==> src/design/wsht_ram.sv <==
// ----------------------------------------------------------------------------
// wsht_ram
// Single-port-write, single-port-read RAM with registered read data.
// ----------------------------------------------------------------------------
`default_nettype none

module wsht_ram #(
    parameter int WIDTH = 8,
    parameter int DEPTH = 16
) (
    input  wire logic                     clk,
    input  wire logic                     we,
    input  wire logic [$clog2(DEPTH)-1:0] waddr,
    input  wire logic [WIDTH-1:0]         wdata,
    input  wire logic [$clog2(DEPTH)-1:0] raddr,
    output logic      [WIDTH-1:0]         rdata
);

    logic [WIDTH-1:0] mem [DEPTH];

    always_ff @(posedge clk)
    begin
        if (we)
        begin
            mem[waddr] <= wdata;
        end
        rdata <= mem[raddr];
    end

endmodule

`default_nettype wire

==> config.mk <==
export PLATFORM = sky130hd
export DESIGN_NAME = wsht_ram
export DESIGN_NICKNAME = d
export VERILOG_FILES = /design/src/design/wsht_ram.sv
export SDC_FILE = /design/constraint.sdc
export NUM_CORES = 1
export LEC_CHECK = 0
export BUFFER_PORTS_ARGS = -buffer_cell sky130_fd_sc_hd__buf_2
export CAP_MARGIN = 30
export CELL_PAD_IN_SITES_DETAIL_PLACEMENT = 0
export CELL_PAD_IN_SITES_GLOBAL_PLACEMENT = 2
export CORE_AREA = 4 4 112 114
export DETAILED_ROUTE_END_ITERATION = 10
export DIE_AREA = 0 0 116 118
export PLACE_DENSITY = 0.75
export REMOVE_ABC_BUFFERS = 1
export SLEW_MARGIN = 0
export SYNTH_ARGS = -nofsm -noshare
export SYNTH_HDL_FRONTEND = slang
export SYNTH_SLANG_ARGS = --single-unit
export TNS_END_PERCENT = 100
==> constraint.sdc <==
create_clock -name clk -period 2.6 [get_ports clk]
set_clock_uncertainty 0.05 [all_clocks]
set_input_delay 0.26 -clock clk [delete_from_list [all_inputs] [get_ports clk]]
set_output_delay 0.26 -clock clk [all_outputs]
set_load 0.02 [all_outputs]
After elaboration in Yosys (flattened, before gate mapping)

Memory sizes are Yosys's and may differ from the RTL's. A register that Yosys moved wholly into a read port is not among the register bits.
Cells that the tools add are included.

Input port bits: 18
Output and inout bits: 8
Memories kept: 1
Word-level logic and storage cells: 3
Bits in registers: 0
Bits in writable memories: 128

Memory list:

| memory | depth | width | read ports | clocked after memory_dff | write ports | RTL line | source |
|---|---|---|---|---|---|---|---|
| mem    | 16    | 8     | 1          | 1                        | 1           | 19       | `logic [WIDTH-1:0] mem [DEPTH];` |

Mux-type cells: 2

Operators by type and width:

| kind             | count |
|---|---|
| 2-to-1 mux 1 bit | 2 |

Depth between registers and ports, before layout

Depth in word-level cells: 2
Gate-level depth with buffers: 5

Least setup slack after synthesis

OpenSTA, ideal clock, no wires.

Path type: input to register
From: in waddr[2]
To: mem mem[0][0], enable pin
Stages on the path: 2
Setup time: 0.383 ns
Path buffers: 0
Arrival: 1.370 ns
Required time: 2.167 ns
Setup slack: 0.797 ns
Cells stage by stage: or3b_2 -> nor3_1

RTL lines:

| item               | RTL line | source |
|---|---|---|
| start: declaration | 13       | `input wire logic [$clog2(DEPTH)-1:0] waddr,` |
| end: declaration   | 19       |  |

Straight into the memory's write port.

==> results.md <==
- CP top delay family: multiplexers
- Post-Route WL: 9750 um
- Routed met2 length: 4720 um
- Peak supply drop: ~430 uV
- Switching portion of total power: 21.1%
- Endpoints failing hold: 0
- Combinational fraction of design power: 4.8%
- Clock power frac: approximately 45%
- Largest net degree at the start of global routing: 33
- Initial antenna violation count: 0
- Post-CTS Hold Fix Bufs: 0
- Final std cells w/o fill: about 440
- Seq/Total Area, Yosys: 77.8%
- DRT met1 WL: 4260 um
- Starting density of the core: 45.1%
- Rows: 39
- P_sw: 0.00104 W
- Leak pwr: 2.06 nW
- Root Buffer: clkbuf_16
- Grt ovf: 0
- Hold Crit Class: input port to flip-flop
- Post-synthesis average cell area: 22.5 um2
- Met3 WL: 715 um
- Tcrit/Tclk final: 56.4%
- Slew at the pin closest to its max-slew limit: 734 ps
- DRC Markers: 0
- Top-level port count: 26
- Post-route ant nets: 0
- Clk sinks: 136
- Critical path's slowest cell: mux4_1
- Global-route wire length before repair: 14900 um
- Max Cap Violations: 0
- R2R cell count: 3
- CTS tree: built
- Req. time, crit path: about 2800 ps
- Skew-Pair Late Insertion Delay: roughly 410 ps
- #FFs+latches synth: 136
- I/O Buffers: 25
- Top Metal Used: met4
- Distinct cells, synth: 19
- TritonRoute pass-1 iters: 4
- Status: finished, final reports clean
- Placeable Area: 11400 um2
- Count of final setup violators: 0
- 1st-iter DRT viols: 166
- Hold path cells: 1
- Min cycle time layout: between 1000 and 1500 ps
- Area growth syn-to-layout: 18.1%
- CTS H-tree lvls: 4
- Syn Inst Count: 229
- # diodes: 0
- Fmax: 682 MHz
- Buf/Inv on CP: 0
- Post-CTS sizing: 0
- Die height: about 120 um
- Final slew viol count: 0
- GRT Overall Usage: 15.5%
- CP cell instances: mux4_1, a22oi_1, nand2_1
- Vias: 2370
- Placed insts: 406
- Vias in the first global route: 2476
- Critical path capture point type: flip-flop
- Post-Syn Area: around 5100 um2
- Crit-path max FO: 1
- Pint: 0.00387 W
- Setup TNS: 0 ps
- Post-CTS setup buffer count: 0
- CP peak stage delay: ~530 ps
- Synth warnings: 0
- Die Wd: roughly 120 um
- Cts bufs inserted: 17
- Pwr/cell area: 808 nW/um2
- WL/cell: 22.3 um
- Slew headroom: 51.0%
- Critical path class: flip-flop to flip-flop
- Unrepaired setup endpoints after global routing: no
- Share of post-route cells with drive strength above 1: 31.5%
- Vias per cell: 5.41
- Final HPWL DP: between 5000 and 6000 um
- Longest Clk Path Bufs: 2
- GP Congestion: 0.701
- CTS clock-pin slew for the worst setup and hold paths: 60 ps
- Nets: 300
- Data arrival time of the worst path: 1700 ps
- Sequential Power Share: 50.2%
- Area of the die: roughly 14000 um2
- Levels on crit path: 3
- Worst Setup Start Kind: flip-flop
[placed cells by master (no fill, tap or decap), types with 8 or more instances in the layout]
master / instances
nor2_1: 13
clkbuf_16: 17
nand2_1: 9
dfxtp_1: 8
edfxtp_1: 128
buf_4: 18
buf_2: 25
mux4_2: 18
mux4_1: 14
a22oi_1: 16
[kinds of logic (layout without fill, tap and decap cells)]
family,count (synthesis),in the layout,share of synthesized area (%)
AO/OA/AOI/OAI,16,16,2.33
buffers and inverters,10,76,1.68
flip-flops,136,136,77.8
multiplexers,32,32,15.0
AND/OR/NAND/NOR,35,35,3.18
[worst paths after layout]
kind | endpoint | slack, ps | start
max | rdata[0] | 1130 | mem[1][0]
min | mem[2][1] | 190 | wdata[1]
max reg2reg | rdata[0] | 1130 | mem[1][0]
min reg2reg | rdata[5] | 630 | mem[4][5]
[layer usage]
| layer | vias to the layer above | global-route usage (%) |
|---|---|---|
| met5 | - | 0 |
| met4 | 0 | 5.22 |
| met3 | 7 | 4.52 |
| met2 | 83 | 22.5 |
| met1 | 1199 | 22.6 |
| li1 | 1081 | - |
[cell usage after synthesis, drive strengths merged]
master         count  area (um2)
nand3b             2        15.0
a22oi             16         120
clkdlybuf4s25      3        30.0
dfxtp              8         160
nand2              9        33.8
edfxtp           128        3840
nand2b             2        12.5
nor2              13        48.8
and2               1        6.26
nor2b              1        6.26
or3b               1        8.76
nand3              1        5.00
mux4              32         773
and2b              1        7.51
buf                7        56.3
nor3               4        20.0
[power by group through the flow]
stage	logic [W]	clock network, W	registers (W)
CTS	0.000242	0.00224	0.00247
finish	0.000237	0.00221	0.00247
global route	0.000259	0.00236	0.00247
global placement	0.000238	0	0.00251
detailed placement	0.000242	0	0.00251
floorplan	0.0000982	0	0.00253
[through the flow]
stage	setup WS, ps	hold WS (ps)	power, W	area [um2]	util [%]
floorplan	797	309	0.00262	5060	-
global placement	761	603	0.00275	5520	48.3
detailed placement	761	606	0.00276	5520	48.3
CTS	1120	185	0.00495	6080	53.2
global route	1080	186	0.00509	6080	53.2
finish	1130	194	0.00491	6080	53.2
[final cells by class]
class	count	area, um2
Fill cell	930	5340
Clock inverter	13	125
Timing Repair Buffer	44	280
Tap cell	143	179
Multi-Input combinational cell	83	1060
Clock buffer	19	433
Sequential cell	136	4000
[state kept, by name (all words and copies together) (netlist names)]
name	count
mem	128
rdata	8
[worst reg2reg max path, cell delays in order (launching register included)]
cell	delay (ps)
edfxtp_1	360
mux4_1	530
a22oi_1	320
nand2_1	80
(Power assumes the default switching activity.)
